==> config.mk <==
export PLATFORM = sky130hd
export DESIGN_NAME = arp_request_responder_flat
export DESIGN_NICKNAME = d
export VERILOG_FILES = /design/src/rtl/core/arp_pkg.sv /design/src/rtl/core/arp_frame_if.sv /design/src/rtl/core/arp_reply_if.sv /design/src/rtl/core/arp_ctrl.sv /design/src/rtl/core/arp_datapath.sv /design/src/rtl/core/arp_request_responder.sv /design/src/flat_wrapper.sv
export SDC_FILE = /design/constraint.sdc
export NUM_CORES = 1
export LEC_CHECK = 0
export ABC_CLOCK_PERIOD_IN_PS = 6600
export BUFFER_PORTS_ARGS = -buffer_cell sky130_fd_sc_hd__buf_4
export CAP_MARGIN = 15
export CORE_ASPECT_RATIO = 1.4
export CORE_MARGIN = 3
export CORE_UTILIZATION = 25
export DETAILED_ROUTE_END_ITERATION = 7
export GPL_TIMING_DRIVEN = 0
export MAX_ROUTING_LAYER = met4
export PLACE_DENSITY_LB_ADDON = 0.2
export SYNTH_ARGS = -nofsm -noshare
export SYNTH_HDL_FRONTEND = slang
export SYNTH_SLANG_ARGS = --single-unit
==> constraint.sdc <==
create_clock -name clk -period 6.6 [get_ports clk]
set_input_delay 1.65 -clock clk [delete_from_list [all_inputs] [get_ports clk]]
set_output_delay 1.65 -clock clk [all_outputs]
set_load 0.1 [all_outputs]
==> src/rtl/core/arp_pkg.sv <==
// ----------------------------------------------------------------------------
// arp_pkg
// Shared types, constants and byte helpers for the ARP request responder.
// ----------------------------------------------------------------------------
`default_nettype none

package arp_pkg;

    localparam int unsigned REPLY_LEN = 42;
    localparam int unsigned POS_W     = 6;
    localparam int unsigned IDX_W     = 1;
    localparam int unsigned CFG_W     = 48;

    // configuration register indexes
    localparam logic [IDX_W-1:0] REG_OWN_MAC = 1'b0;
    localparam logic [IDX_W-1:0] REG_OWN_IP  = 1'b1;

    localparam logic [15:0] ETHERTYPE_ARP = 16'h0806;
    localparam logic [15:0] PTYPE_IPV4    = 16'h0800;
    localparam logic [15:0] HTYPE_ETH     = 16'h0001;
    localparam logic [15:0] OP_REQUEST    = 16'h0001;
    localparam logic [15:0] OP_REPLY      = 16'h0002;

    localparam logic [POS_W-1:0] LAST_POS = POS_W'(REPLY_LEN - 1);
    localparam logic [POS_W-1:0] FULL_POS = POS_W'(REPLY_LEN);

    typedef enum logic {
        ST_RX,
        ST_TX
    } arp_state_t;

    typedef struct packed {
        logic rx_take;   // frame byte transfer this cycle
        logic tx_start;  // load reply index with zero
        logic tx_step;   // reply byte transfer this cycle
    } arp_cmd_t;

    typedef struct packed {
        logic reply_ok;  // current byte ends a matching frame
        logic tx_last;   // reply index at final byte
    } arp_stat_t;

    // byte i of a 48-bit big-endian value
    function automatic logic [7:0] be6(input logic [47:0] v, input logic [2:0] i);
        logic [7:0] r;
        unique case (i)
            3'd0:    r = v[47:40];
            3'd1:    r = v[39:32];
            3'd2:    r = v[31:24];
            3'd3:    r = v[23:16];
            3'd4:    r = v[15:8];
            3'd5:    r = v[7:0];
            default: r = 8'h00;
        endcase
        return r;
    endfunction

    // byte i of a 32-bit big-endian value
    function automatic logic [7:0] be4(input logic [31:0] v, input logic [1:0] i);
        logic [7:0] r;
        unique case (i)
            2'd0:    r = v[31:24];
            2'd1:    r = v[23:16];
            2'd2:    r = v[15:8];
            default: r = v[7:0];
        endcase
        return r;
    endfunction

    // header check for one received byte at position p
    function automatic logic byte_ok(input logic [POS_W-1:0] p, input logic [7:0] b,
                                     input logic [31:0] own_ip);
        logic ok;
        unique case (p)
            6'd12:   ok = (b == ETHERTYPE_ARP[15:8]);
            6'd13:   ok = (b == ETHERTYPE_ARP[7:0]);
            6'd14:   ok = (b == HTYPE_ETH[15:8]);
            6'd15:   ok = (b == HTYPE_ETH[7:0]);
            6'd16:   ok = (b == PTYPE_IPV4[15:8]);
            6'd17:   ok = (b == PTYPE_IPV4[7:0]);
            6'd20:   ok = (b == OP_REQUEST[15:8]);
            6'd21:   ok = (b == OP_REQUEST[7:0]);
            6'd38:   ok = (b == own_ip[31:24]);
            6'd39:   ok = (b == own_ip[23:16]);
            6'd40:   ok = (b == own_ip[15:8]);
            6'd41:   ok = (b == own_ip[7:0]);
            default: ok = 1'b1;
        endcase
        return ok;
    endfunction

    // reply byte k
    function automatic logic [7:0] reply_at(input logic [POS_W-1:0] k,
                                            input logic [47:0] req_mac,
                                            input logic [31:0] req_ip,
                                            input logic [47:0] hdr,
                                            input logic [47:0] own_mac,
                                            input logic [31:0] own_ip);
        logic [7:0] r;
        priority if (k < 6'd6)   r = be6(req_mac, 3'(k));
        else if (k < 6'd12)      r = be6(own_mac, 3'(k - 6'd6));
        else if (k == 6'd12)     r = ETHERTYPE_ARP[15:8];
        else if (k == 6'd13)     r = ETHERTYPE_ARP[7:0];
        else if (k < 6'd20)      r = be6(hdr, 3'(k - 6'd14));
        else if (k == 6'd20)     r = OP_REPLY[15:8];
        else if (k == 6'd21)     r = OP_REPLY[7:0];
        else if (k < 6'd28)      r = be6(own_mac, 3'(k - 6'd22));
        else if (k < 6'd32)      r = be4(own_ip, 2'(k - 6'd28));
        else if (k < 6'd38)      r = be6(req_mac, 3'(k - 6'd32));
        else                     r = be4(req_ip, 2'(k - 6'd38));
        return r;
    endfunction

endpackage

`default_nettype wire

==> src/rtl/core/arp_frame_if.sv <==
// ----------------------------------------------------------------------------
// arp_frame_if
// Received frame byte channel: valid/ready with byte and end flag.
// ----------------------------------------------------------------------------
`default_nettype none

interface arp_frame_if;
    logic       valid;
    logic       ready;
    logic [7:0] frame_byte;
    logic       end_of_frame;

    modport source (output valid, output frame_byte, output end_of_frame, input ready);
    modport sink   (input valid, input frame_byte, input end_of_frame, output ready);
endinterface

`default_nettype wire

==> src/rtl/core/arp_reply_if.sv <==
// ----------------------------------------------------------------------------
// arp_reply_if
// Reply byte channel: valid/ready with byte and last flag.
// ----------------------------------------------------------------------------
`default_nettype none

interface arp_reply_if;
    logic       valid;
    logic       ready;
    logic [7:0] reply_byte;
    logic       reply_last;

    modport source (output valid, output reply_byte, output reply_last, input ready);
    modport sink   (input valid, input reply_byte, input reply_last, output ready);
endinterface

`default_nettype wire

==> src/rtl/core/arp_ctrl.sv <==
// ----------------------------------------------------------------------------
// arp_ctrl
// Receive/transmit sequencer for the ARP responder.
// ----------------------------------------------------------------------------
`default_nettype none

module arp_ctrl (
    input  wire logic              clk,
    input  wire logic              rst_n,
    input  wire logic              frame_valid,
    input  wire logic              frame_end,
    input  wire logic              reply_ready,
    input  wire arp_pkg::arp_stat_t stat,
    output arp_pkg::arp_cmd_t      cmd,
    output logic                   frame_ready,
    output logic                   reply_valid
);

    arp_pkg::arp_state_t state_reg;
    arp_pkg::arp_state_t state_next;

    always_ff @(posedge clk or negedge rst_n)
    begin
        if (!rst_n)
        begin
            state_reg <= arp_pkg::ST_RX;
        end
        else
        begin
            state_reg <= state_next;
        end
    end

    always_comb
    begin
        state_next = state_reg;
        unique case (state_reg)
            arp_pkg::ST_RX:
            begin
                if (frame_valid && frame_end && stat.reply_ok)
                begin
                    state_next = arp_pkg::ST_TX;
                end
            end
            arp_pkg::ST_TX:
            begin
                if (reply_ready && stat.tx_last)
                begin
                    state_next = arp_pkg::ST_RX;
                end
            end
            default: state_next = arp_pkg::ST_RX;
        endcase
    end

    always_comb
    begin
        frame_ready  = (state_reg == arp_pkg::ST_RX);
        reply_valid  = (state_reg == arp_pkg::ST_TX);
        cmd.rx_take  = frame_ready && frame_valid;
        cmd.tx_start = cmd.rx_take && frame_end && stat.reply_ok;
        cmd.tx_step  = reply_valid && reply_ready;
    end

endmodule

`default_nettype wire

==> src/rtl/core/arp_datapath.sv <==
// ----------------------------------------------------------------------------
// arp_datapath
// Frame parsing, field capture, station registers and reply byte select.
// ----------------------------------------------------------------------------
`default_nettype none

module arp_datapath (
    input  wire logic                            clk,
    input  wire logic                            rst_n,
    input  wire logic                            cfg_we,
    input  wire logic [arp_pkg::IDX_W-1:0]       cfg_index,
    input  wire logic [arp_pkg::CFG_W-1:0]       cfg_data,
    input  wire logic [7:0]                      frame_byte,
    input  wire logic                            frame_end,
    input  wire arp_pkg::arp_cmd_t               cmd,
    output arp_pkg::arp_stat_t                   stat,
    output logic [7:0]                           reply_byte,
    output logic                                 reply_last
);

    logic [47:0] own_mac_reg;
    logic [31:0] own_ip_reg;
    logic [arp_pkg::POS_W-1:0] pos_reg, pos_next;
    logic match_reg, match_next;
    logic [47:0] hdr_reg, hdr_next;
    logic [47:0] rmac_reg, rmac_next;
    logic [31:0] rip_reg, rip_next;
    logic [arp_pkg::POS_W-1:0] tx_idx_reg, tx_idx_next;

    logic                      in_win;
    logic [arp_pkg::POS_W-1:0] pos_inc;
    logic                      match_inc;

    always_ff @(posedge clk or negedge rst_n)
    begin
        if (!rst_n)
        begin
            own_mac_reg <= '0;
            own_ip_reg  <= '0;
        end
        else if (cfg_we)
        begin
            if (cfg_index == arp_pkg::REG_OWN_MAC)
            begin
                own_mac_reg <= cfg_data[47:0];
            end
            if (cfg_index == arp_pkg::REG_OWN_IP)
            begin
                own_ip_reg <= cfg_data[31:0];
            end
        end
    end

    // position saturates once the reply length is reached
    assign in_win    = (pos_reg < arp_pkg::FULL_POS);
    assign pos_inc   = in_win ? pos_reg + 1'b1 : pos_reg;
    assign match_inc = match_reg &&
                       (!in_win || arp_pkg::byte_ok(pos_reg, frame_byte, own_ip_reg));

    always_comb
    begin
        pos_next   = pos_reg;
        match_next = match_reg;
        hdr_next   = hdr_reg;
        rmac_next  = rmac_reg;
        rip_next   = rip_reg;
        if (cmd.rx_take)
        begin
            pos_next   = pos_inc;
            match_next = match_inc;
            if (pos_reg >= 6'd14 && pos_reg < 6'd20)
            begin
                hdr_next = {hdr_reg[39:0], frame_byte};
            end
            if (pos_reg >= 6'd22 && pos_reg < 6'd28)
            begin
                rmac_next = {rmac_reg[39:0], frame_byte};
            end
            if (pos_reg >= 6'd28 && pos_reg < 6'd32)
            begin
                rip_next = {rip_reg[23:0], frame_byte};
            end
            if (frame_end)
            begin
                pos_next   = '0;
                match_next = 1'b1;
            end
        end
    end

    // captured fields are fully rewritten before any reply, so no reset
    always_ff @(posedge clk)
    begin
        hdr_reg  <= hdr_next;
        rmac_reg <= rmac_next;
        rip_reg  <= rip_next;
    end

    always_comb
    begin
        tx_idx_next = tx_idx_reg;
        if (cmd.tx_start)
        begin
            tx_idx_next = '0;
        end
        else if (cmd.tx_step)
        begin
            tx_idx_next = tx_idx_reg + 1'b1;
        end
    end

    always_ff @(posedge clk or negedge rst_n)
    begin
        if (!rst_n)
        begin
            pos_reg    <= '0;
            match_reg  <= 1'b1;
            tx_idx_reg <= '0;
        end
        else
        begin
            pos_reg    <= pos_next;
            match_reg  <= match_next;
            tx_idx_reg <= tx_idx_next;
        end
    end

    always_comb
    begin
        stat.reply_ok = frame_end && (pos_inc == arp_pkg::FULL_POS) && match_inc;
        stat.tx_last  = (tx_idx_reg == arp_pkg::LAST_POS);
        reply_last    = stat.tx_last;
        reply_byte    = arp_pkg::reply_at(tx_idx_reg, rmac_reg, rip_reg, hdr_reg,
                                          own_mac_reg, own_ip_reg);
    end

endmodule

`default_nettype wire

==> src/rtl/core/arp_request_responder.sv <==
// ----------------------------------------------------------------------------
// arp_request_responder
// Answers Ethernet/IPv4 ARP requests for the station's own address.
//
// Usage:
//   frame  : received frame bytes in wire order, one per transfer, with
//            end_of_frame set on the final byte. Accepted one per cycle
//            while the block is receiving.
//   reply  : 42-byte ARP reply, reply_last on the final byte.
//   cfg_*  : own_mac (index 0) and own_ip (index 1); write while idle.
// Latency: the first reply byte is valid the cycle after the transfer of
//   the final frame byte of a matching request. The reply then moves at
//   one byte per cycle while reply.ready is high.
// Throughput: one frame byte per cycle; during a reply frame.ready is low
//   until the 42nd reply byte transfers, since the reply index counter and
//   the captured requester fields are single-buffered.
// Reset: station registers clear to zero, frame state clears, the block
//   comes up receiving. A stalled reply holds its byte and index.
// ----------------------------------------------------------------------------
`default_nettype none

module arp_request_responder (
    input  wire logic                      clk,
    input  wire logic                      rst_n,
    input  wire logic                      cfg_we,
    input  wire logic [arp_pkg::IDX_W-1:0] cfg_index,
    input  wire logic [arp_pkg::CFG_W-1:0] cfg_data,
    arp_frame_if.sink                      frame,
    arp_reply_if.source                    reply
);

    arp_pkg::arp_cmd_t  cmd;
    arp_pkg::arp_stat_t stat;

    // sequencer: owns both handshakes
    arp_ctrl u_ctrl (
        .clk         (clk),
        .rst_n       (rst_n),
        .frame_valid (frame.valid),
        .frame_end   (frame.end_of_frame),
        .reply_ready (reply.ready),
        .stat        (stat),
        .cmd         (cmd),
        .frame_ready (frame.ready),
        .reply_valid (reply.valid)
    );

    // parse, capture, and reply byte mux
    arp_datapath u_dp (
        .clk        (clk),
        .rst_n      (rst_n),
        .cfg_we     (cfg_we),
        .cfg_index  (cfg_index),
        .cfg_data   (cfg_data),
        .frame_byte (frame.frame_byte),
        .frame_end  (frame.end_of_frame),
        .cmd        (cmd),
        .stat       (stat),
        .reply_byte (reply.reply_byte),
        .reply_last (reply.reply_last)
    );

    // receive and transmit never overlap
    a_no_overlap: assert property (@(posedge clk) disable iff (!rst_n)
        !(frame.ready && reply.valid))
        else $error("receive and reply active together");

    // a reply only starts after the final byte of a frame
    a_start_after_end: assert property (@(posedge clk) disable iff (!rst_n)
        $rose(reply.valid) |-> $past(frame.valid && frame.ready && frame.end_of_frame))
        else $error("reply started without end of frame");

    // last reply byte returns the block to receive
    a_last_returns: assert property (@(posedge clk) disable iff (!rst_n)
        (reply.valid && reply.ready && reply.reply_last) |=> frame.ready)
        else $error("no return to receive after last reply byte");

    // a non-final reply byte is followed by another
    a_reply_continues: assert property (@(posedge clk) disable iff (!rst_n)
        (reply.valid && reply.ready && !reply.reply_last) |=> reply.valid)
        else $error("reply cut short");

endmodule

`default_nettype wire
==> src/flat_wrapper.sv <==
// flat-port wrapper written by rule: the top's interface ports become plain ports
module arp_request_responder_flat 
  (clk, rst_n, cfg_we, cfg_index, cfg_data, frame_valid, frame_frame_byte, frame_end_of_frame, frame_ready, reply_valid, reply_reply_byte, reply_reply_last, reply_ready);
  arp_frame_if frame_i ();
  arp_reply_if reply_i ();
  input  wire logic clk;
  input  wire logic rst_n;
  input  wire logic cfg_we;
  input  wire logic [arp_pkg::IDX_W-1:0] cfg_index;
  input  wire logic [arp_pkg::CFG_W-1:0] cfg_data;
  input wire logic [$bits(frame_i.valid)-1:0] frame_valid;
  input wire logic [$bits(frame_i.frame_byte)-1:0] frame_frame_byte;
  input wire logic [$bits(frame_i.end_of_frame)-1:0] frame_end_of_frame;
  output wire logic [$bits(frame_i.ready)-1:0] frame_ready;
  output wire logic [$bits(reply_i.valid)-1:0] reply_valid;
  output wire logic [$bits(reply_i.reply_byte)-1:0] reply_reply_byte;
  output wire logic [$bits(reply_i.reply_last)-1:0] reply_reply_last;
  input wire logic [$bits(reply_i.ready)-1:0] reply_ready;
  assign frame_i.valid = frame_valid;
  assign frame_i.frame_byte = frame_frame_byte;
  assign frame_i.end_of_frame = frame_end_of_frame;
  assign frame_ready = frame_i.ready;
  assign reply_valid = reply_i.valid;
  assign reply_reply_byte = reply_i.reply_byte;
  assign reply_reply_last = reply_i.reply_last;
  assign reply_i.ready = reply_ready;
  arp_request_responder u_core (.clk(clk), .rst_n(rst_n), .cfg_we(cfg_we), .cfg_index(cfg_index), .cfg_data(cfg_data), .frame(frame_i), .reply(reply_i));
endmodule
After elaboration in Yosys (flattened, before gate mapping)
Cells that the tools add are included.
{ "classes": {"add_sub_neg": 8, "order_cmp": 13, "n_eq_ne": 54, "n_mux": 26, "bitwise": 2, "n_reduce_logical": 32} }
{ "ops": {"columns": ["cell", "n"], "rows": [
  ["one-hot mux 8 bit (6 select lines)", 5],
  ["two-way mux 8 bit", 10],
  ["one-hot mux 8 bit (3 select lines)", 2],
  ["== test 6 x 4 -> 1 bit, second input constant", 6],
  ["== test 6 x 5 -> 1 bit, second input constant", 6],
  ["== test 6 bit, second input constant", 6],
  ["== test 8 bit", 4],
  ["== test 3 x 2 -> 1 bit, second input constant", 10],
  ["== test 3 bit, second input constant", 10],
  ["less-than comparator 6 x 5 -> 1 bit, second input constant", 4],
  ["less-than comparator 6 bit, second input constant", 4],
  ["two-way mux 6 bit", 4],
  ["== test 3 x 1 -> 1 bit, second input constant", 5],
  ["logical NOT 3 bit", 5],
  ["logical AND 1 bit", 13],
  ["adder 6 x 1 -> 6 bit, second input constant", 2],
  [">= comparator 6 x 5 -> 1 bit, second input constant", 2],
  ["AND reduction 2 bit", 5],
  ["subtractor 3 bit, second input constant", 3],
  ["== test 8 x 1 -> 1 bit, second input constant", 1],
  ["== test 8 x 3 -> 1 bit, second input constant", 1],
  ["== test 8 x 4 -> 1 bit, second input constant", 1],
  ["logical NOT 8 bit", 1],
  ["one-hot mux 1 bit (8 select lines)", 1],
  ["17 further kinds", 24]
]} }
{ "totals": {"reg_bits": 222, "in_bits": 63, "wordCells": 144} }

Depth between registers and ports, before layout
{ "depth": {"depth_word": 13, "mapped_depth": 12, "mapped_depth_nobuf": 9} }

Hierarchy
From an unflattened synthesis, not the netlist that was laid out.
{ "unflattened": {"hier_cells": 776, "hier_area_um2": 10166.0} }
{ "by_module_without_submodules": {"columns": ["mod", "n_inst", "cells_per_inst", "area_each_um2", "seq_area_each_um2"], "rows": [
  ["arp_datapath", 1, 769, 10099.7, 6172.2],
  ["arp_ctrl", 1, 7, 66.3, 25.0]
]} }

Least setup slack after synthesis
OpenSTA, ideal clock, no wires.
{ "synth_path": {"kind": "reg2reg", "startpoint": "reg u_core.u_ctrl.state_reg (netlist: u_core.u_ctrl.reply_valid)", "endpoint": "reg u_core.u_dp.rmac_reg[0], enable pin", "setup_time_ps": 590, "arrival_time_ps": 6913, "required_ps": 6010, "setup_slack_ps": -902, "stages_incl_launch_ff": 4, "n_path_buf": 0, "cell_sequence": "dfrtp_1 -> inv_1 -> nand2_1 -> nor4b_1"} }
{ "synth_between": {"elab_chain_len": 3} }
{ "synth_lines": {"columns": ["item", "line_no", "source"], "rows": [
  ["from (decl)", "arp_ctrl.sv:19", "arp_pkg::arp_state_t state_reg;"],
  ["from (signal assigned)", "arp_ctrl.sv:26", "state_reg <= arp_pkg::ST_RX;"],
  ["from (signal assigned)", "arp_ctrl.sv:30", "state_reg <= state_next;"],
  ["inverter 1 bit", "arp_ctrl.sv:58", "frame_ready = (state_reg == arp_pkg::ST_RX);"],
  ["named net frame_ready", "flat_wrapper.sv:14", "output wire logic [$bits(frame_i.ready)-1:0] frame_ready;"],
  ["logical AND 1 bit", "arp_ctrl.sv:60", "cmd.rx_take = frame_ready && frame_valid;"],
  ["AND reduction 2 bit (no source line)", null, null],
  ["to (signal assigned)", "arp_datapath.sv:95", "rmac_reg <= rmac_next;"],
  ["to (decl)", "arp_datapath.sv:26", "logic [47:0] rmac_reg, rmac_next;"]
]} }
The timed path passes the listed nets, and every way through them passes these cells.
A chain may end at the register's enable or synchronous reset.

Final worst setup path
{ "layout_path": {"startpoint": "reg u_core.u_dp.tx_idx_reg[0] (netlist name)", "endpoint": "out reply_reply_byte[3]"} }
{ "layout_between": {"elab_chain_len": 13, "elab_cells_between_ends": 69, "cone_classes": "6 x add/sub; 6 x order compare; 33 x eq/ne; 17 x mux; 7 x reduce/logical"} }
{ "layout_lines": {"columns": ["item", "line_no", "source"], "rows": [
  ["from (decl)", "arp_datapath.sv:28", "logic [arp_pkg::POS_W-1:0] tx_idx_reg, tx_idx_next;"],
  ["from (signal assigned)", "arp_datapath.sv:124", "tx_idx_reg <= tx_idx_next;"],
  ["subtractor 3 x 1 -> 3 bit / subtractor 2 bit (equally long branches)", "arp_pkg.sv:109, arp_pkg.sv:110", null],
  ["== test 3 bit, or another cell as far along", "arp_pkg.sv:46", "unique case (i)"],
  ["one-hot mux 8 bit (6 select lines) / one-hot mux 8 bit (3 select lines) (equally long branches)", "arp_pkg.sv:46, arp_pkg.sv:61", null],
  ["two-way mux 8 bit", "arp_pkg.sv:109", "else if (k < 6'd38) r = be6(req_mac, 3'(k - 6'd32));"],
  ["two-way mux 8 bit", "arp_pkg.sv:108", "else if (k < 6'd32) r = be4(own_ip, 2'(k - 6'd28));"],
  ["two-way mux 8 bit", "arp_pkg.sv:107", "else if (k < 6'd28) r = be6(own_mac, 3'(k - 6'd22));"],
  ["two-way mux 8 bit", "arp_pkg.sv:106", "else if (k == 6'd21) r = OP_REPLY[7:0];"],
  ["two-way mux 8 bit", "arp_pkg.sv:105", "else if (k == 6'd20) r = OP_REPLY[15:8];"],
  ["two-way mux 8 bit", "arp_pkg.sv:104", "else if (k < 6'd20) r = be6(hdr, 3'(k - 6'd14));"],
  ["two-way mux 8 bit", "arp_pkg.sv:103", "else if (k == 6'd13) r = ETHERTYPE_ARP[7:0];"],
  ["two-way mux 8 bit", "arp_pkg.sv:102", "else if (k == 6'd12) r = ETHERTYPE_ARP[15:8];"],
  ["two-way mux 8 bit", "arp_pkg.sv:101", "else if (k < 6'd12) r = be6(own_mac, 3'(k - 6'd6));"],
  ["two-way mux 8 bit *", "arp_pkg.sv:100", "priority if (k < 6'd6) r = be6(req_mac, 3'(k));"],
  ["to (decl)", "flat_wrapper.sv:16", "output wire logic [$bits(reply_i.reply_byte)-1:0] reply_reply_byte;"]
]} }
Mark *: on every way between the ends. The rest lies on a longest branch, timed or not.

==> flow_summary.yaml <==
outcome:
  status: "finished, final reports clean"
timing:
  hold_viol_final: 0
  maxSlewHeadroom_pct: 36.04
  worst_pin_slew_ns: 0.9594
  final.setup.tns_ns: 0
  finalCriticalPeriod_ns: 6.330
  rsz0062_at_grt: "no"
  slew_violations: 0
  fmax_ghz: 0.1580
  clock_skew_ns: 0.01917
  setup_viol: 0
  whs_ns: 0.4415
  period_share_pct: 95.91
die:
  io_pins: 74
  rows: 87
  die_w_um: 177.9
  start_util_pct: 25.47
  fp.coreArea_um2: 40600
  dieArea_um2: 43880
  die_y_um: 246.7
critical_path:
  cp.required_ns: 4.95
  crit_path_end_kind: "primary output"
  startpoint_type: "flip-flop"
  crit_type: "reg2out"
  critPathMaxFanout: 10
  arrival_ns: 4.68
  rrSetupSlack_ns: 3.33
logic_synthesis:
  synth_seq_cells: 222
  ys_seq_area_share_pct: 59.92
  synth_cells: 799
  synth_cell_types: 65
  synthesis.area_um2: 10340
  ys_top_cells_by_area: "edfxtp_1 37%, dfrtp_1 23%, mux2_2 12%"
  syn_nets: 876
  yosys_warnings: 0
  synthFlopType: "edfxtp_1"
  synth-async-reset-ratio_pct: 42.34
  synth-edff-count: 128
  yosysTopAreaCell: "edfxtp_1"
  syn_avg_cell_area_um2: 12.94
  synth_top_area_share_pct: 37.16
clocking:
  htree_levels: 1
  clockBufferDepth: 3
  clk-insertion-delay-late_ns: 0.55
  cts.sinks: 222
  hold_buffers: 0
  post_cts_buffers: 0
  clk_pin_slew_worst_paths_ns: 0.06
  cts_tree: "yes"
  cts_root_buf: "clkbuf_16"
  cts_buffers: 24
placed_design:
  gp_congestion: 0.9022
  portBuffers: 73
  hpwl_um: 24900
pwr:
  peakVddDrop_v: 0.0003613
  p_per_area_nw_per_um2: 479.3
  leakage_nw: 4.552
final_layout:
  diodes: 0
  fill_cells: 4129
  drive_above_1_share_pct: 27.54
  nNetsFinal: 985
  area_growth_pct: 21.01
min_path:
  holdCritPathClass: "reg2reg"
global_route:
  antenna_found_initial: 0
  grt.total_usage_pct: 16.07
  grt_pass1_wl_um: 51150
  grt_max_degree: 63
  grt_pass1_vias: 7618
  grt.overflow.total: 0
routing:
  routed_wl_um: 34500
  viasPerCell: 5.101
  drc: 0
  vias: 7448
  drtIter0Drc: 764
  wl_per_cell_um: 23.63
  antenna_left: 0
  first_pass_iters: 5
run:
  maxCapViolCount: 0
## synth_stat cells, drive strengths merged, types with 5 or more instances
cell type,n
nand2b,5
a22o,15
dfrtp,93
a21oi,31
a211oi,5
nor2b,9
inv,11
clkbuf,30
nand2,51
mux2,109
ha,14
nor2,28
nor3,17
o211ai,6
a32oi,5
buf,29
edfxtp,128
a222oi,34
nand4,9
a221oi,12
a22oi,7
xor2,9
nand3,31
o21ai,36
## worst paths after layout
kind,from,endpoint,depth (start not counted)
hold / removal,u_core.u_dp.rip_reg[1],u_core.u_dp.rip_reg[9],0
max in group asynchronous,rst_n,u_core.u_dp.match_reg,2
min in group asynchronous,rst_n,u_core.u_dp.own_mac_reg[33],1
setup reg to reg,u_core.u_dp.tx_idx_reg[1],u_core.u_ctrl.reply_valid,8
hold reg to reg,u_core.u_dp.rip_reg[1],u_core.u_dp.rip_reg[9],0
setup / recovery,u_core.u_dp.tx_idx_reg[0],reply_reply_byte[3],12
## cell families (layout without fill, tap and decap cells)
| kind of cell | Yosys count | after routing | share of synthesized area (%) |
|---|---|---|---|
| flops | 222 | 222 | 59.92 |
| compound gates | 194 | 194 | 14.08 |
| simple gates | 176 | 176 | 8.505 |
| mux | 110 | 110 | 11.96 |
| buf+inv | 71 | 198 | 2.819 |
| fa+ha+maj | 14 | 14 | 1.694 |
| xor+xnor | 12 | 12 | 1.016 |
## layout make-up
cell class                      instances  area [um2]  area share, %
Multi-Input combinational cell        506        3879          30.99
Clock inverter                         16       162.7          1.300
Timing Repair Buffer                   83       684.4          5.468
Inverter                               12       45.04         0.3599
Sequential cell                       222        6197          49.51
Tap cell                              534       668.1          5.338
Buffer                                 59       254.0          2.029
Clock buffer                           28       625.6          4.998
## report_power, final
group | leakage, nW | switching, mW | internal (mW)
sequential | 2.26 | 0.109 | 1.57
combinational | 1.91 | 2.08 | 0.866
clock | 0.385 | 0.579 | 0.797
## routing by layer
metal	share of wire [%]	track usage (%)	up-vias
li1	-	-	3352
met4	2.7	5.039	0
met1	42	19.82	3826
met5	0	-	-
met2	52	27.76	214
met3	4.0	1.505	56
## cell usage in the layout (no fill, tap or decap), types with 6 or more instances in the layout
master       n
buf_2       11
clkbuf_16   24
buf_6        8
a222oi_1    34
a22oi_1      7
buf_1       13
nand4_1      9
nand2_1     51
clkinv_1     7
ha_1        14
a221oi_1    11
o21ai_0     34
nor2_1      28
nand3_1     31
edfxtp_1   128
a21oi_1     31
o211ai_1     6
clkbuf_2     6
nor3_1      15
mux2_2     109
nor2b_1      9
dfrtp_1     93
xor2_1       9
buf_4       74
a22o_1      15
inv_1       11
clkbuf_1    30
## through the flow
stage	cell area [um2]	total power [mW]	setup WS [ns]	utilization [%]	instances
after floorplan	10350	3.636	0.6447	-	799
after global placement	11560	4.654	-0.9287	28.48	1406
after detailed placement	11720	4.657	0.2749	28.87	1416
after CTS	12520	6.053	0.03301	30.85	1460
after global routing	12520	6.297	0.07017	30.82	1460
final	12520	5.998	0.2700	30.82	1460
## what timing repair did
action | 4_1_cts | 5_1_grt
gates cloned | 0 | 0
pin swaps | 0 | 0
setup endpoints to repair | 8 | 6
resized for setup | 5 | 3
endpoints found under the hold margin | 0 | 0
## worst max-delay path, cell delays in order, from the launching register on
cell and delay, ns:
dfrtp_1 0.49, inv_1 0.17, ha_1 0.16, clkbuf_1 0.46, clkbuf_1 0.58, buf_1 0.66
a222oi_1 0.29, nor2_1 0.27, nand2_1 0.09, o211ai_1 0.10, a21oi_1 0.08, o21ai_0 0.40
buf_4 0.38
(Power assumes the default switching activity.)
